===== src/rtl/psw_pkg.sv =====
// Shared types, constants and helpers for the particle step / wall bounce block.
// No dependencies; compiled first.
package psw_pkg;

  // Field widths
  localparam int DATA_W     = 32;
  localparam int DT_W       = 24;
  localparam int DAMP_W     = 17;
  localparam int AREA_W     = 16;
  localparam int RAD_W      = 15;
  localparam int WALL_W     = 3;
  localparam int CFG_IDX_W  = 3;
  localparam int CFG_DATA_W = 32;
  localparam int WIDE_W     = 64;

  // Default fraction bits of the Q formats
  localparam int FRAC_BITS_DEF = 16;

  // Product widths: signed data times unsigned factor (zero-extended)
  localparam int PROD_W  = DATA_W + DT_W + 1;
  localparam int DPROD_W = DATA_W + DAMP_W + 1;

  // Register indexes
  localparam logic [CFG_IDX_W-1:0] REG_TIME_STEP   = 3'd0;
  localparam logic [CFG_IDX_W-1:0] REG_DAMPING     = 3'd1;
  localparam logic [CFG_IDX_W-1:0] REG_AREA_WIDTH  = 3'd2;
  localparam logic [CFG_IDX_W-1:0] REG_AREA_HEIGHT = 3'd3;
  localparam logic [CFG_IDX_W-1:0] REG_RADIUS      = 3'd4;
  localparam logic [CFG_IDX_W-1:0] REG_ACCEL_X     = 3'd5;
  localparam logic [CFG_IDX_W-1:0] REG_ACCEL_Y     = 3'd6;

  // Register reset values
  localparam logic [DT_W-1:0]          RST_TIME_STEP   = 24'd1049;
  localparam logic [DAMP_W-1:0]        RST_DAMPING     = 17'd65535;
  localparam logic [AREA_W-1:0]        RST_AREA_WIDTH  = 16'd640;
  localparam logic [AREA_W-1:0]        RST_AREA_HEIGHT = 16'd480;
  localparam logic [RAD_W-1:0]         RST_RADIUS      = 15'd5;
  localparam logic signed [DATA_W-1:0] RST_ACCEL       = 32'sd0;

  // Wall codes
  localparam logic [WALL_W-1:0] HIT_NONE   = 3'd0;
  localparam logic [WALL_W-1:0] HIT_LEFT   = 3'd1;
  localparam logic [WALL_W-1:0] HIT_RIGHT  = 3'd2;
  localparam logic [WALL_W-1:0] HIT_TOP    = 3'd3;
  localparam logic [WALL_W-1:0] HIT_BOTTOM = 3'd4;

  // 32-bit signed limits at the wide width
  localparam logic signed [WIDE_W-1:0] S32_MAX_W = 64'sh0000_0000_7FFF_FFFF;
  localparam logic signed [WIDE_W-1:0] S32_MIN_W = 64'shFFFF_FFFF_8000_0000;

  // Configuration as seen by the datapath
  typedef struct packed {
    logic [DT_W-1:0]          dt;
    logic [DAMP_W-1:0]        damp;     // clamped to 1.0
    logic signed [DATA_W-1:0] accel_x;
    logic signed [DATA_W-1:0] accel_y;
    logic signed [WIDE_W-1:0] lo;       // radius bound
    logic signed [WIDE_W-1:0] hx;       // right bound
    logic signed [WIDE_W-1:0] hy;       // bottom bound
  } cfg_t;

  typedef struct packed {
    logic signed [DATA_W-1:0] new_pos_x;
    logic signed [DATA_W-1:0] new_pos_y;
    logic signed [DATA_W-1:0] new_vel_x;
    logic signed [DATA_W-1:0] new_vel_y;
    logic [WALL_W-1:0]        wall_hit;
  } out_item_t;

  // Saturate a wide signed value to 32 bits
  function automatic logic signed [DATA_W-1:0] sat32(input logic signed [WIDE_W-1:0] x);
    logic signed [DATA_W-1:0] r;
    if (x > S32_MAX_W) begin
      r = S32_MAX_W[DATA_W-1:0];
    end else if (x < S32_MIN_W) begin
      r = S32_MIN_W[DATA_W-1:0];
    end else begin
      r = x[DATA_W-1:0];
    end
    return r;
  endfunction

endpackage


===== src/rtl/psw_wall.sv =====
// Wall check and reflection stage; drives the output register.
// Depends on psw_pkg.
module psw_wall import psw_pkg::*; (
  input  logic                     clk,
  input  logic                     en,
  input  cfg_t                     cfg,
  input  logic signed [DATA_W-1:0] pos_x,
  input  logic signed [DATA_W-1:0] pos_y,
  input  logic signed [DATA_W-1:0] vel_x,
  input  logic signed [DATA_W-1:0] vel_y,
  output out_item_t                res
);

  logic signed [WIDE_W-1:0] px_w, py_w, vx_w, vy_w;
  logic signed [DATA_W-1:0] mir_lx, mir_rx, mir_ty, mir_by, neg_vx, neg_vy;
  out_item_t                res_next;

  // Candidate mirrors and negations, then priority select
  always_comb begin
    px_w   = WIDE_W'(pos_x);
    py_w   = WIDE_W'(pos_y);
    vx_w   = WIDE_W'(vel_x);
    vy_w   = WIDE_W'(vel_y);
    mir_lx = sat32((cfg.lo <<< 1) - px_w);
    mir_rx = sat32((cfg.hx <<< 1) - px_w);
    mir_ty = sat32((cfg.lo <<< 1) - py_w);
    mir_by = sat32((cfg.hy <<< 1) - py_w);
    neg_vx = sat32(-vx_w);
    neg_vy = sat32(-vy_w);

    res_next.new_pos_x = pos_x;
    res_next.new_pos_y = pos_y;
    res_next.new_vel_x = vel_x;
    res_next.new_vel_y = vel_y;
    res_next.wall_hit  = HIT_NONE;
    if (px_w < cfg.lo && vel_x < 0) begin
      res_next.new_pos_x = mir_lx;
      res_next.new_vel_x = neg_vx;
      res_next.wall_hit  = HIT_LEFT;
    end else if (px_w > cfg.hx && vel_x > 0) begin
      res_next.new_pos_x = mir_rx;
      res_next.new_vel_x = neg_vx;
      res_next.wall_hit  = HIT_RIGHT;
    end else if (py_w < cfg.lo && vel_y < 0) begin
      res_next.new_pos_y = mir_ty;
      res_next.new_vel_y = neg_vy;
      res_next.wall_hit  = HIT_TOP;
    end else if (py_w > cfg.hy && vel_y > 0) begin
      res_next.new_pos_y = mir_by;
      res_next.new_vel_y = neg_vy;
      res_next.wall_hit  = HIT_BOTTOM;
    end
  end

  // Output register
  always_ff @(posedge clk) begin
    if (en) begin
      res <= res_next;
    end
  end

endmodule


===== config.mk =====
export PLATFORM = sky130hd
export DESIGN_NAME = psw_wall
export DESIGN_NICKNAME = d
export VERILOG_FILES = /design/src/rtl/psw_pkg.sv /design/src/rtl/psw_wall.sv
export SDC_FILE = /design/constraint.sdc
export NUM_CORES = 1
export LEC_CHECK = 0
export BUFFER_PORTS_ARGS = -buffer_cell sky130_fd_sc_hd__buf_2
export CORE_AREA = 2 2 259 261
export CTS_CLUSTER_DIAMETER = 200
export DETAILED_ROUTE_END_ITERATION = 16
export DIE_AREA = 0 0 261 263
export PLACE_DENSITY = 0.69
export SLEW_MARGIN = 40
export SYNTH_ARGS = -nofsm -noshare
export SYNTH_HDL_FRONTEND = slang
export SYNTH_SLANG_ARGS = --single-unit

===== constraint.sdc =====
create_clock -name clk -period 18.43 [get_ports clk]
set_input_delay 2.7645 -clock clk [delete_from_list [all_inputs] [get_ports clk]]
set_output_delay 2.7645 -clock clk [all_outputs]
set_load 0.005 [all_outputs]

==> impl_metrics.ini <==
[outcome]
status = finished clean

[worst_setup_path]
critPathRequiredTime_ps = 18570
criticalPathCategory = in -> reg
cp.arrival_ps = 9070
worstPathMaxFanout = 42
start_kind = input pin
end_kind = register

[synthesis]
avgSynthCellArea_sq_um = 7.136
synthAdderAreaFrac_pct = 20.11
synth_area_sq_um = 32000
ys_seq_area_share_pct = 12.29
synth_top_family_by_area = compound AO/OA/AOI/OAI gates
synth_compound_area_share_pct = 32.62
ys_ff_latch = 131
netlist-cell-type-count = 95
synth_edf_count = 131
synth.top_cell.area_share_pct = 19.86
synthArstFlopShare_pct = 0
ys.flop_type = edfxtp_1
synth-simple-area-share_pct = 22.02
synth_mux_area_share_pct = 0.7938
yosys-top-cells-area = ha_1 (20%), edfxtp_1 (12%), a21oi_1 (7.4%)
synthCells = 4484
syn_nets = 5423
synth-xor-area-share_pct = 5.224
synth.largest_area_cell = ha_1
ys_warn_count = 0

[layout]
drive_above_1_share_pct = 12.57
top_regs = res: 131 flops
areaGrowthSynthToFinish_pct = 10.97
largest_reg_flops = 131
regMostFlops = res
final_core_util_pct = 54.10
seq_area_sq_um = 3934
multiInputGateArea_sq_um = 25950
final_cell_mix = ha_1 (508), a21oi_1 (474), buf_2 (451)
final_nets = 5698
nFillCells = 6544
final_common_cell = ha_1

[placement]
io_buffers = 452
post-dp-hpwl_um = 106800
dpl_worst_slack_ps = 9219
gp_congestion = 1.004

[route]
route.met2.wl_um = 57340
viasPerCell = 6.411
top_layer = met5
route.detailed.drc = 0
routed-wl-met3_um = 10810
wire_per_inst_um = 22.57
drtPass1Iterations = 6
drtIter0Drc = 3670
antenna_left = 0
vias = 36250
routed_wl_um = 127600
drt-met1-wl_um = 53920

[pwr]
ir_drop_v = 0.00005757
power_uw = 2029
power_density_nw_per_um2 = 57.14
leakagePower_uw = 0.01571

[grt]
grt_antenna_before_repair = 25
grt_max_degree = 75
grt_pass1_wl_um = 192400
grt-ovfl-total = 0
grt_pass1_vias = 33640
grtUsageTotal_pct = 35.75

[timing]
tightest_slew_ps = 987.6
max_slew_margin_pct = 33.60
rsz0062_at_grt = false
period_minus_slack_ps = 8928
setup_viol = 0
fin_crit_sh_pct = 48.44
fmax_mhz = 112.0
tns_ps = 0
slew_violations = 0
fin_ws_ps = 9502
hold_viol = 0

[cts]
h-tree-depth = 4
cts_buffer_depth = 2
cts_made_buffers = 17
cts_root_buf = clkbuf_16
clk_pin_slew_ps = 80
cts.hold.buffers_added = 0
cts_tree = yes
cts_sinks = 131
ctsResizeCount = 0
post_cts_buffers = 0

[floorplan]
num_rows = 94
start_util_pct = 48.76
ios = 558
coreArea_sq_um = 65630
die_h_um = 263
die_area_sq_um = 68640
dieWidth_um = 261

[worst_hold_path]
whs_path_depth = 2
hold_path.class = in -> reg

[flow_run]
max-cap-violations = 0
## layer usage
metal,GRT usage (%),up-vias
met5,0,-
met4,14.76,14
met3,6.393,272
met2,57.75,1608
met1,46.72,16990
li1,-,17360
## area by class of cell
class | instances | area share (%)
clock buffers | 17 | 1.198
multi-input cells | 3775 | 73.08
clock inverters | 15 | 0.5250
diodes | 18 | 0.1269
repair buffers | 486 | 7.273
flip-flops and latches | 131 | 11.08
well taps | 864 | 3.045
inverters | 348 | 3.679
## per-stage QoR
step	instance area [sq um]	hold slack, ps	std cells
after global placement	34730	3083	5600
after global routing	35500	2592	5649
after CTS	35450	2580	5636
after floorplan	32000	2877	4484
final	35510	2609	5654
after detailed placement	34840	3090	5604
## power breakdown
group          leakage (uW)  switching, uW  total [uW]  internal, uW
Sequential          0.00128           22.7         424           401
Combinational        0.0141            785        1230           447
Clock              0.000299            167         373           205
Total                0.0157            975        2030          1050
## logic make-up (layout without fill, tap and decap cells)
group,Yosys count,after routing
muxes,24,24
adders and majority gates,512,512
buffers and inverters,578,866
and+or+nand+nor,1415,1415
other,0,18
xor gates and xnor gates,190,190
AOI/OAI and AO/OA,1634,1634
DFF,131,131
## worst paths after layout
kind / from / end
hold / removal: vel_x[2] / res[37]$_DFFE_PP_
setup / recovery: pos_y[31] / res[83]$_DFFE_PP_
## synthesized netlist by cell type (13+ instances only)
| master | n |
|---|---|
| nor3_1 | 122 |
| edfxtp_1 | 131 |
| inv_1 | 348 |
| o31a_1 | 19 |
| a2111oi_0 | 17 |
| and2_1 | 15 |
| nor2_1 | 286 |
| o31ai_1 | 36 |
| xnor2_1 | 103 |
| a31oi_1 | 57 |
| buf_2 | 18 |
| nand2b_1 | 70 |
| clkbuf_1 | 206 |
| nand4_1 | 154 |
| and3_1 | 33 |
| nand2_1 | 376 |
| or3_1 | 68 |
| a21o_1 | 101 |
| o211ai_1 | 49 |
| nand3_1 | 118 |
| a21oi_1 | 474 |
| o21bai_1 | 44 |
| o21ai_1 | 16 |
| xor2_1 | 86 |
| or2_2 | 19 |
| ha_1 | 508 |
| a211o_1 | 13 |
| a31o_2 | 13 |
| o21a_1 | 69 |
| o2111ai_1 | 16 |
| nor4_1 | 42 |
| or4_1 | 24 |
| a22o_1 | 39 |
| a2bb2oi_1 | 30 |
| a211oi_1 | 73 |
| nor2b_1 | 33 |
| mux2i_1 | 13 |
| a221oi_1 | 17 |
| o21ai_0 | 387 |
## critical path, stage by stage
cell	delay [ps]
buf_2	330
inv_2	310
buf_4	390
ha_1	560
nand4_1	230
or3_1	400
o21ai_0	660
nor3_1	210
a21oi_1	200
xor2_1	110
or4_1	510
or4_1	480
nor4_1	430
a21oi_1	140
buf_4	240
a21oi_1	680
o211ai_1	330
No activity file was read; power rests on OpenSTA's default activity.
