$ cat config.mk
export PLATFORM = sky130hd
export DESIGN_NAME = psw_cfg_regs
export DESIGN_NICKNAME = d
export VERILOG_FILES = /design/src/rtl/psw_pkg.sv /design/src/rtl/psw_cfg_regs.sv
export SDC_FILE = /design/constraint.sdc
export NUM_CORES = 1
export LEC_CHECK = 0
export BUFFER_PORTS_ARGS = -buffer_cell sky130_fd_sc_hd__buf_2
export CORE_ASPECT_RATIO = 0.8
export CORE_MARGIN = 1
export CORE_UTILIZATION = 49
export DETAILED_ROUTE_END_ITERATION = 8
export GPL_TIMING_DRIVEN = 0
export PLACE_DENSITY = 0.81
export REMOVE_ABC_BUFFERS = 1
export SYNTH_ARGS = -nofsm -noshare
export SYNTH_HDL_FRONTEND = slang
export SYNTH_SLANG_ARGS = --single-unit
$ cat constraint.sdc
create_clock -name clk -period 6.09 [get_ports clk]
set_clock_uncertainty 0.05 [all_clocks]
set_input_delay 1.218 -clock clk [delete_from_list [all_inputs] [get_ports clk]]
set_output_delay 1.218 -clock clk [all_outputs]
set_load 0.01 [all_outputs]
$ cat src/rtl/psw_pkg.sv
// Shared types, constants and helpers for the particle step / wall bounce block.
// No dependencies; compiled first.
package psw_pkg;

  // Field widths
  localparam int DATA_W     = 32;
  localparam int DT_W       = 24;
  localparam int DAMP_W     = 17;
  localparam int AREA_W     = 16;
  localparam int RAD_W      = 15;
  localparam int WALL_W     = 3;
  localparam int CFG_IDX_W  = 3;
  localparam int CFG_DATA_W = 32;
  localparam int WIDE_W     = 64;

  // Default fraction bits of the Q formats
  localparam int FRAC_BITS_DEF = 16;

  // Product widths: signed data times unsigned factor (zero-extended)
  localparam int PROD_W  = DATA_W + DT_W + 1;
  localparam int DPROD_W = DATA_W + DAMP_W + 1;

  // Register indexes
  localparam logic [CFG_IDX_W-1:0] REG_TIME_STEP   = 3'd0;
  localparam logic [CFG_IDX_W-1:0] REG_DAMPING     = 3'd1;
  localparam logic [CFG_IDX_W-1:0] REG_AREA_WIDTH  = 3'd2;
  localparam logic [CFG_IDX_W-1:0] REG_AREA_HEIGHT = 3'd3;
  localparam logic [CFG_IDX_W-1:0] REG_RADIUS      = 3'd4;
  localparam logic [CFG_IDX_W-1:0] REG_ACCEL_X     = 3'd5;
  localparam logic [CFG_IDX_W-1:0] REG_ACCEL_Y     = 3'd6;

  // Register reset values
  localparam logic [DT_W-1:0]          RST_TIME_STEP   = 24'd1049;
  localparam logic [DAMP_W-1:0]        RST_DAMPING     = 17'd65535;
  localparam logic [AREA_W-1:0]        RST_AREA_WIDTH  = 16'd640;
  localparam logic [AREA_W-1:0]        RST_AREA_HEIGHT = 16'd480;
  localparam logic [RAD_W-1:0]         RST_RADIUS      = 15'd5;
  localparam logic signed [DATA_W-1:0] RST_ACCEL       = 32'sd0;

  // Wall codes
  localparam logic [WALL_W-1:0] HIT_NONE   = 3'd0;
  localparam logic [WALL_W-1:0] HIT_LEFT   = 3'd1;
  localparam logic [WALL_W-1:0] HIT_RIGHT  = 3'd2;
  localparam logic [WALL_W-1:0] HIT_TOP    = 3'd3;
  localparam logic [WALL_W-1:0] HIT_BOTTOM = 3'd4;

  // 32-bit signed limits at the wide width
  localparam logic signed [WIDE_W-1:0] S32_MAX_W = 64'sh0000_0000_7FFF_FFFF;
  localparam logic signed [WIDE_W-1:0] S32_MIN_W = 64'shFFFF_FFFF_8000_0000;

  // Configuration as seen by the datapath
  typedef struct packed {
    logic [DT_W-1:0]          dt;
    logic [DAMP_W-1:0]        damp;     // clamped to 1.0
    logic signed [DATA_W-1:0] accel_x;
    logic signed [DATA_W-1:0] accel_y;
    logic signed [WIDE_W-1:0] lo;       // radius bound
    logic signed [WIDE_W-1:0] hx;       // right bound
    logic signed [WIDE_W-1:0] hy;       // bottom bound
  } cfg_t;

  typedef struct packed {
    logic signed [DATA_W-1:0] new_pos_x;
    logic signed [DATA_W-1:0] new_pos_y;
    logic signed [DATA_W-1:0] new_vel_x;
    logic signed [DATA_W-1:0] new_vel_y;
    logic [WALL_W-1:0]        wall_hit;
  } out_item_t;

  // Saturate a wide signed value to 32 bits
  function automatic logic signed [DATA_W-1:0] sat32(input logic signed [WIDE_W-1:0] x);
    logic signed [DATA_W-1:0] r;
    if (x > S32_MAX_W) begin
      r = S32_MAX_W[DATA_W-1:0];
    end else if (x < S32_MIN_W) begin
      r = S32_MIN_W[DATA_W-1:0];
    end else begin
      r = x[DATA_W-1:0];
    end
    return r;
  endfunction

endpackage

$ cat src/rtl/psw_cfg_regs.sv
// Configuration registers and derived wall bounds / clamped damping.
// Depends on psw_pkg.
module psw_cfg_regs import psw_pkg::*; #(
  parameter int FRAC_BITS = FRAC_BITS_DEF
) (
  input  logic                  clk,
  input  logic                  rst,
  input  logic                  cfg_we,
  input  logic [CFG_IDX_W-1:0]  cfg_index,
  input  logic [CFG_DATA_W-1:0] cfg_data,
  output cfg_t                  cfg
);

  localparam logic [DT_W:0] ONE = (DT_W + 1)'(1) << FRAC_BITS;

  logic [DT_W-1:0]          time_step;
  logic [DAMP_W-1:0]        damping;
  logic [AREA_W-1:0]        area_width;
  logic [AREA_W-1:0]        area_height;
  logic [RAD_W-1:0]         radius;
  logic signed [DATA_W-1:0] accel_x;
  logic signed [DATA_W-1:0] accel_y;

  // Register writes
  always_ff @(posedge clk) begin
    if (rst) begin
      time_step   <= RST_TIME_STEP;
      damping     <= RST_DAMPING;
      area_width  <= RST_AREA_WIDTH;
      area_height <= RST_AREA_HEIGHT;
      radius      <= RST_RADIUS;
      accel_x     <= RST_ACCEL;
      accel_y     <= RST_ACCEL;
    end else if (cfg_we) begin
      case (cfg_index)
        REG_TIME_STEP:   time_step   <= cfg_data[DT_W-1:0];
        REG_DAMPING:     damping     <= cfg_data[DAMP_W-1:0];
        REG_AREA_WIDTH:  area_width  <= cfg_data[AREA_W-1:0];
        REG_AREA_HEIGHT: area_height <= cfg_data[AREA_W-1:0];
        REG_RADIUS:      radius      <= cfg_data[RAD_W-1:0];
        REG_ACCEL_X:     accel_x     <= cfg_data;
        REG_ACCEL_Y:     accel_y     <= cfg_data;
        default: ;
      endcase
    end
  end

  // Derived values: damping above 1.0 is clamped, bounds in Q format
  always_comb begin
    cfg.dt      = time_step;
    cfg.accel_x = accel_x;
    cfg.accel_y = accel_y;
    if ((DT_W + 1)'(damping) > ONE) begin
      cfg.damp = ONE[DAMP_W-1:0];
    end else begin
      cfg.damp = damping;
    end
    cfg.lo = WIDE_W'(radius) <<< FRAC_BITS;
    cfg.hx = (WIDE_W'(area_width) - WIDE_W'(radius)) <<< FRAC_BITS;
    cfg.hy = (WIDE_W'(area_height) - WIDE_W'(radius)) <<< FRAC_BITS;
  end

endmodule

==> run_results.csv, run 1 <==
group,metric,value,unit
clock_network,cts_buffers,17,
finish,area_delta_synth_final,16.64,%
min_path,hold_path_depth,2,
power,power_density,276.9,nW/um^2
logic_synthesis,synthesis.area,8078,sq um
floorplanning,num_rows,41,
finish,post-route-util,59.05,%
placement,dp_slack,1.948,ns
drt,vias_per_cell,4.951,
setup_path,slowest_stage,"a41oi_2",
global_routing,grt_pass1_wl,31830,um
floorplanning,io_pins,335,
sta,fmaxAchievable,0.2196,GHz
sta,finalSetupViolations,0,
finish,fill_cells,1448,
floorplanning,die_w,145.6,um
sta,maxSlewHeadroom,20.49,%
clock_network,path_clk_slew,0.06,ns
placement,globalplace.congestion,0.8678,
placement,io_buffers,253,
sta,rsz0062_at_grt,"no",
logic_synthesis,ys_ff_latch,152,
drt,wl,20750,um
logic_synthesis,synth.avg_cell_area,7.686,sq um
setup_path,arrival,3.29,ns
floorplanning,core,15950,sq um
status,status,"finished clean",
setup_path,cp.required,4.82,ns
setup_path,path_max_fanout,32,
global_routing,grt_max_degree,81,
logic_synthesis,synth.area.top_cells,"dfxtp_1 38%, nand2_1 15%, buf_4 13%",
setup_path,cp.buffers_inverters,1,
logic_synthesis,ys_async_sr_fraction,0,%
drt,detail_route.first_pass.iterations,5,
clock_network,post_cts_buffers,0,
setup_path,path_cells,"ha_1 > fa_1 > nor2b_1 > o31a_1 > o31a_1 > a21oi_2 > a21oi_2 > a41oi_2 > buf_2",
logic_synthesis,synth-edff-count,0,
sta,holdWs,0.4002,ns
logic_synthesis,synth_top_area_share,37.67,%
setup_path,worst-r2r-cell-count,3,
clock_network,cts_resized,0,
finish,final_nets,1287,
finish,layout.cells.non_filler,1445,
drt,drcViolationCount,0,
clock_network,ctsHoldBuffers,0,
finish,final_common_cell,"nand2_1",
floorplanning,initial_core_util,50.63,%
floorplanning,dieArea,17010,sq um
power,ir_worst_vdd,0.2528,mV
drt,drt-initial-drc-count,414,
logic_synthesis,synth_ff_type,"dfxtp_1",
setup_path,slowest_delay,0.75,ns
clock_network,cts_tree,"done",
setup_path,worstSetupPathType,"register to output port",
global_routing,grt_pass1_vias,6165,
sta,hold_viol,0,
finish,drive_above_1_share,25.04,%
global_routing,antenna_found_initial,0,
logic_synthesis,yosysUniqueCellTypes,52,
floorplanning,die_h,116.8,um
logic_synthesis,yosys_warnings,0,
logic_synthesis,ys_seq_area_share,37.67,%
clock_network,clkLatencyLatePin,0.42,ns
sta,period_minus_slack,4.553,ns
placement,dpl_cell_area,8773,sq um
setup_path,path_delay_family,"compound AO/OA/AOI/OAI gates",
clock_network,root_buffer,"clkbuf_16",
setup_path,endpoint_kind,"output port",
logic_synthesis,synth_top_cell_by_area,"dfxtp_1",
drt,ant_nets,0,
clock_network,clk_path_buf_depth,2,
drt,num_vias,7154,
sta,slew_violations,0,
job,drv_cap,0,
setup_path,cp.depth,9,
global_routing,grt_remaining_overflow,0,
power,power_leakage,4.320,nW
placement,dp_cells,1413,
min_path,hp-class,"register to register",
finish,insertedDiodeCount,0,
drt,routedWlPerCell,14.36,um
finish,layout_common_cells,"316 x nand2_1, 252 x buf_2, 152 x dfxtp_1, 142 x a21oi_1, 81 x conb_1",
global_routing,track_usage,23.85,%
clock_network,clock-sinks,152,
sta,fin_ws,1.537,ns
setup_path,r2r_setup_slack,5.18,ns
sta,finalCritPeriodShare,74.77,%
sta,worstMarginPinSlew,1.188,ns
setup_path,critPathLaunchType,"register",
finish,final_cell_area,9422,sq um
logic_synthesis,synthCells,1051,
clock_network,htree_num_levels,4,
placement,place_hpwl,14800,um
-- final timing paths --
kind / from / end
setup reg to reg: radius[2] / radius[2]
setup / recovery: radius[0] / cfg[118]
hold reg to reg: accel_y[4] / accel_y[4]
hold / removal: accel_y[4] / accel_y[4]
-- layer usage --
layer  global-route usage, %  routed length (um)  part of all wire (%)
met1                   29.64                8995                    43
met2                   40.16                9793                    47
met3                   8.101                1829                   8.8
met4                   5.825                 134                  0.65
met5                       0                   0                     0
-- state kept, by name, summed over array words and instances (netlist names) --
name / cells
accel_x: 32
accel_y: 32
radius: 15
time_step: 24
damping: 17
area_width: 16
area_height: 16
-- tightest hold or removal path: stages, from the launching register on --
cell and delay, ns:
dfxtp_1 0.30, nand2_1 0.05, a21oi_1 0.05
-- per-stage QoR --
step / total power (W) / TNS [ns]
2_1_floorplan: 0.001295 / -74.82
3_3_place_gp: 0.001491 / 0
3_5_place_dp: 0.001507 / 0
4_1_cts: 0.002627 / 0
5_1_grt: 0.002724 / 0
6_report: 0.002609 / 0
-- power by group --
group	total, W	leakage (nW)	switching [W]	internal [W]
sequential	0.00103	1.23	0.0000147	0.00102
combinational	0.000450	2.77	0.000280	0.000170
clock	0.00113	0.320	0.000412	0.000713
total	0.00261	4.32	0.000706	0.00190
-- area by class of cell --
type	instances	area (sq um)	share of cell area (%)
multi-input cells	760	4011	42.58
repair buffers	257	1346	14.29
clock inverters	9	135.1	1.434
inverters	29	108.9	1.155
clock buffers	23	508.0	5.392
well taps	215	269.0	2.855
flip-flops and latches	152	3043	32.30
-- cells by family after synthesis --
| kind of cell | Yosys count | synth area share [%] |
|---|---|---|
| AOI/OAI and AO/OA | 205 | 15.13 |
| xor gates and xnor gates | 25 | 2.711 |
| adders and majority gates | 32 | 5.143 |
| buffers and inverters | 219 | 16.99 |
| DFF | 152 | 37.67 |
| muxes | 1 | 0.1239 |
| other | 1 | 0.04642 |
| and+or+nand+nor | 416 | 22.18 |
-- cells in the mapped netlist (3+ instances only) --
cell type / instances
nand2_1: 316
dfxtp_1: 152
buf_4: 144
a21oi_1: 142
clkbuf_1: 42
ha_1: 30
inv_1: 29
nand3b_1: 27
nor2b_1: 22
nor2_1: 17
a21o_1: 15
xnor2_1: 15
nand3_1: 11
xor2_1: 10
o21ai_0: 9
o21a_1: 7
nor3_1: 6
a31oi_1: 4
nand2b_1: 4
nor4_1: 4
a211oi_1: 3
a21o_2: 3
a21oi_2: 3
(Power assumes the default switching activity.)
==> inputs of run 2 (changes only) <==
- CORE_UTILIZATION: 49 -> 44
- PLACE_DENSITY: 0.81 -> 0.77
- clock period: 6.09 -> 4.1 ns (I/O delays scaled with it)
==> run 2 against run 1 <==
Against the previous run: register-to-register slack got worse by 2.0 ns; cell area decreased by 0.17%; sequential share of layout area increased by 0.056 points; wire length increased by 3.8%; global-route usage decreased by 1.6 points; setup slack got worse by 1.3 ns; critical path depth unchanged; critical endpoint is now cfg[95]; largest power group is now sequential cells; highest routed layer unchanged.
==> run_results.csv, run 2 (synthesis results as in run 1) <==
group,metric,value,unit
status,status,"finished clean",
clock_network,clock-sinks,152,
setup_path,critPathLaunchType,"register",
power,pwr-share-seq,41.0,%
floorplanning,die_h,123.2,um
power,combPwrFrac,18.2,%
finish,final_cell_area,9405,sq um
finish,insertedDiodeCount,0,
global_routing,grt_pass1_vias,6407,
clock_network,clkLatencyLatePin,0.42,ns
power,p_int,0.002704,W
finish,layout_common_cells,"316 x nand2_1, 252 x buf_2, 152 x dfxtp_1, 142 x a21oi_1, 81 x conb_1",
sta,finalSetupViolations,0,
power,sw_frac_of_total,27.83,%
setup_path,cp.required,3.23,ns
placement,io_buffers,253,
floorplanning,dieArea,18910,sq um
clock_network,cts_tree,"done",
drt,drcViolationCount,0,
drt,ant_nets,0,
clock_network,clk_path_buf_depth,2,
power,power_leakage,4.284,nW
sta,period_minus_slack,3.913,ns
global_routing,antenna_found_initial,0,
global_routing,grt_remaining_overflow,0,
finish,drive_above_1_share,24.88,%
setup_path,r2r-start,"radius[2]",
drt,detail_route.first_pass.iterations,4,
setup_path,arrival,3.04,ns
drt,wl,21540,um
finish,final_nets,1289,
setup_path,path_max_fanout,5,
sta,worstMarginPinSlew,1.178,ns
global_routing,grt_max_degree,80,
drt,vias_per_cell,4.912,
placement,dp_slack,0.3443,ns
finish,post-route-util,53.30,%
sta,fin_ws,0.1871,ns
drt,routedWlPerCell,14.81,um
clock_network,htree_num_levels,4,
placement,place_hpwl,15180,um
finish,area_delta_synth_final,16.43,%
setup_path,r2r_setup_slack,3.19,ns
job,drv_cap,0,
floorplanning,num_rows,43,
setup_path,worstSetupPathType,"register to output port",
setup_path,cp-startpoint,"radius[1]",
finish,fill_cells,1731,
sta,maxSlewHeadroom,21.17,%
clock_network,root_buffer,"clkbuf_16",
floorplanning,initial_core_util,45.77,%
floorplanning,die_w,153.5,um
setup_path,endpoint_kind,"output port",
drt,num_vias,7147,
power,p_sw,0.001043,W
sta,fmaxAchievable,0.2556,GHz
global_routing,track_usage,22.26,%
finish,largestRegisters,"accel_x x32, accel_y x32, time_step x24",
power,power_frac_clock,40.8,%
clock_network,path_clk_slew,0.06,ns
power,total_power,0.003747,W
placement,dp_cells,1423,
placement,globalplace.congestion,0.8723,
global_routing,grt_pass1_wl,33140,um
finish,final_common_cell,"nand2_1",
sta,slew_violations,0,
floorplanning,io_pins,335,
sta,rsz0062_at_grt,"no",
clock_network,cts_buffers,17,
min_path,hp-class,"register to register",
min_path,min_from,"accel_x[25]",
floorplanning,core,17650,sq um
drt,drt-initial-drc-count,392,
sta,finalCritPeriodShare,95.44,%
finish,layout.cells.non_filler,1455,
power,power_density,398.4,nW/um^2
placement,dpl_cell_area,8791,sq um
sta,hold_viol,0,
power,ir_worst_vdd,0.3317,mV
[run 2: cell count changes in the layout (fill, tap and decap cells not counted), sizes merged]
cell,before,now
clkbuf,23,22
a41oi,2,3
bufinv,3,2
clkinvlp,0,3
inv,31,29
buf,257,258
clkinv,4,3
[run 2: repair_timing]
| action | 4_1_cts | 5_1_grt |
|---|---|---|
| setup endpoints to repair | 51 | 46 |
| pin swaps | 1 | 1 |
| hold buffers | 0 | 0 |
| setup buffers | 1 | 0 |
| cloned | 0 | 1 |
| resized for setup | 1 | 1 |
[run 2: area by class of cell]
| cell class | instances | area, sq um | area share, % |
|---|---|---|---|
| inverters | 29 | 108.9 | 1.157 |
| flip-flops and latches | 152 | 3043 | 32.35 |
| clock buffers | 22 | 474.2 | 5.042 |
| multi-input cells | 761 | 4046 | 43.02 |
| repair buffers | 258 | 1354 | 14.39 |
| clock inverters | 8 | 97.59 | 1.038 |
| well taps | 225 | 281.5 | 2.993 |
[run 2: through the flow]
step           hold WS [ns]  setup TNS (ns)
2_1_floorplan        0.3803         -165.69
3_3_place_gp         0.3884          -11.18
3_5_place_dp         0.3930               0
4_1_cts              0.4015               0
5_1_grt              0.4224               0
6_report             0.4009               0
[run 2: path summary, 6_finish.rpt]
kind,end,cells after the start
max,cfg[95],9
min reg2reg,accel_x[25],2
max reg2reg,radius[2],3
min,accel_x[25],2
[run 2: layer usage]
metal  GRT usage (%)  routed length, um
met5               0                  0
met3           6.905               1637
met4           5.813                204
met2           37.61              10140
met1           27.62               9563
[run 2: worst max-delay path, stage by stage (launching register included)]
cell	delay (ns)
dfxtp_1	0.46
inv_1	0.11
ha_1	0.30
nor2b_1	0.12
o21ai_0	0.24
o21ai_0	0.31
a211oi_1	0.63
a31oi_1	0.18
o31ai_1	0.10
buf_2	0.18
[run 2: power by group through the flow]
| stage | sequential [W] | clock, W | combinational, W |
|---|---|---|---|
| after global placement | 0.00156 | 0 | 0.000653 |
| after CTS | 0.00153 | 0.00156 | 0.000680 |
| after detailed placement | 0.00157 | 0 | 0.000673 |
| after floorplan | 0.00157 | 0 | 0.000350 |
| after global routing | 0.00154 | 0.00161 | 0.000753 |
| final | 0.00154 | 0.00153 | 0.000682 |
==> inputs of run 3 (changes only) <==
- ABC_AREA: unset -> 1
- CORE_UTILIZATION: 44 -> 45
- PLACE_DENSITY: 0.77 -> 0.78
==> run 3 against run 2 <==
Against the previous run: power grew 8.2%; register-to-register slack gained 0.10 ns; first-iteration DRC count grew 1.8%; core utilization shrank 0.62 points; maximum frequency grew 7.2%; critical path type unchanged; wire length grew 3.7%; sequential power is essentially flat; synthesized area grew 4.5%; synthesized cell count grew 16%; clock power grew 5%; die area grew 2.2%; sequential share of layout area shrank 0.75 points.
==> run_results.csv, run 3 <==
group,metric,value,unit
status,status,"finished clean",
global_routing,grt_pass1_wl,34780,um
finish,fill_cells,1833,
floorplanning,dieArea,19320,sq um
drt,wl,22330,um
floorplanning,io_pins,335,
floorplanning,die_w,155.2,um
sta,fmaxAchievable,0.2741,GHz
clock_network,clkLatencyLatePin,0.42,ns
finish,drive_above_1_share,21.60,%
clock_network,ctsHoldBuffers,0,
clock_network,path_clk_slew,0.06,ns
sta,hold_viol,0,
logic_synthesis,ys_ff_latch,152,
clock_network,clk_path_buf_depth,2,
drt,routedWlPerCell,13.49,um
drt,drt-initial-drc-count,399,
placement,dpl_cell_area,9014,sq um
sta,rsz0062_at_grt,"no",
job,drv_cap,0,
sta,finalCritPeriodShare,88.99,%
setup_path,path_max_fanout,32,
floorplanning,die_h,124.5,um
global_routing,antenna_found_initial,2,
global_routing,track_usage,22.76,%
floorplanning,initial_core_util,46.20,%
power,ir_worst_vdd,0.3039,mV
setup_path,cp.required,3.23,ns
global_routing,grt_max_degree,92,
clock_network,root_buffer,"clkbuf_16",
power,total_power,0.004054,W
logic_synthesis,ys_seq_area_share,36.03,%
finish,final_cell_area,9628,sq um
placement,dp_slack,0.4305,ns
floorplanning,core,18280,sq um
drt,num_vias,7644,
power,power_leakage,5.136,nW
logic_synthesis,ys_async_sr_fraction,0,%
placement,place_hpwl,16030,um
sta,fin_ws,0.4515,ns
sta,worstMarginPinSlew,0.9039,ns
clock_network,clock-sinks,152,
drt,ant_nets,0,
logic_synthesis,yosysUniqueCellTypes,28,
finish,largestRegisters,"accel_x x32, accel_y x32, time_step x24",
sta,maxSlewHeadroom,39.74,%
finish,area_delta_synth_final,14.02,%
logic_synthesis,synth.area.top_cells,"dfxtp_1 36%, buf_4 14%, nor2_1 10%",
global_routing,grt_pass1_vias,6686,
sta,period_minus_slack,3.648,ns
logic_synthesis,synthesis.area,8444,sq um
setup_path,critPathLaunchType,"register",
drt,detail_route.first_pass.iterations,5,
placement,globalplace.congestion,0.8702,
clock_network,cts_tree,"done",
setup_path,endpoint_kind,"output port",
logic_synthesis,synth_ff_type,"dfxtp_1",
finish,final_common_cell,"buf_2",
finish,layout_common_cells,"253 x buf_2, 228 x nor2_1, 226 x nand2_1, 152 x dfxtp_1, 125 x inv_1",
logic_synthesis,yosysMostFrequentCell,"nor2_1",
clock_network,htree_num_levels,4,
logic_synthesis,synth_top_area_share,36.03,%
drt,vias_per_cell,4.619,
global_routing,grt_remaining_overflow,0,
setup_path,arrival,2.78,ns
power,power_density,421.1,nW/um^2
clock_network,cts_buffers,17,
logic_synthesis,synth_top_cell_by_area,"dfxtp_1",
sta,finalSetupViolations,0,
logic_synthesis,synth-edff-count,0,
logic_synthesis,synth.avg_cell_area,6.922,sq um
sta,slew_violations,0,
drt,drcViolationCount,0,
finish,final_nets,1455,
floorplanning,num_rows,44,
logic_synthesis,synthCells,1220,
logic_synthesis,yosys_warnings,0,
placement,io_buffers,253,
logic_synthesis,yosys-top-cells-count,"228 x nor2_1, 226 x nand2_1, 156 x buf_4",
min_path,hp-class,"register to register",
setup_path,worstSetupPathType,"register to output port",
==> run 3: final cells by class <==
class                           instances  area [sq um]  area share [%]
Clock inverter                         11         146.4           1.520
Clock buffer                           21         450.4           4.678
Timing Repair Buffer                  254          1294           13.44
Antenna cell                            4         10.01          0.1040
Tap cell                              253         316.6           3.288
Multi-Input combinational cell        828          3870           40.19
Sequential cell                       152          3043           31.60
Inverter                              132         498.0           5.172
==> run 3: where the power goes <==
group	total (W)	internal, W	switching (W)
Combinational	0.000902	0.000321	0.000581
Clock	0.00160	0.000975	0.000625
Sequential	0.00155	0.00153	0.0000236
Total	0.00405	0.00282	0.00123
==> run 3: worst max-delay path, cell delays in order (launching register included) <==
cell     delay, ns
dfxtp_1       0.38
ha_1          0.22
fa_1          0.23
inv_1         0.08
nand3_1       0.07
nand3_1       0.14
nand2_1       0.09
nand3_1       0.13
a21oi_2       0.76
buf_2         0.28
==> run 3: final timing paths <==
path	depth (start not counted)	startpoint	to	slack [ns]
worst max register to register	2	radius[1]	radius[1]	3.29
worst max-delay path	9	radius[0]	cfg[105]	0.45
worst min-delay path	2	time_step[0]	time_step[0]	0.42
worst min register to register	2	time_step[0]	time_step[0]	0.42
==> run 3: per-layer routing <==
metal | wire, um | vias to the layer above | GRT usage (%)
met3 | 1604 | 17 | 5.463
met1 | 10390 | 3419 | 31.13
li1 | - | 3939 | -
met5 | 0 | - | 0
met2 | 10100 | 269 | 35.64
met4 | 234 | 0 | 5.941
==> run 3: metrics by stage <==
step	cells	utilization (%)	TNS [ns]	hold WS, ns
floorplan	1112	-	-159.20	0.3853
global placement	1618	49.15	0	0.3969
detailed placement	1619	49.32	0	0.4071
CTS	1651	52.62	0	0.4236
global route	1653	52.65	0	0.4375
finish	1655	52.68	0	0.4236
==> run 3: cell families (layout without fill, tap and decap cells) <==
group                      count (synthesis)  in the layout  synth area share (%)
other                                      1             85               0.04441
buffers and inverters                    320            418                 21.78
and+or+nand+nor                          517            517                 24.21
adders and majority gates                 32             32                 4.919
xor gates and xnor gates                  14             14                 1.452
DFF                                      152            152                 36.03
AOI/OAI and AO/OA                        184            184                 11.56
==> run 3: repair_timing <==
action | in CTS | in global routing
endpoints found under the setup margin | 64 | 0
endpoints found under the hold margin | 0 | 0
gates resized for setup | 2 | 0
buffers inserted | 0 | 0
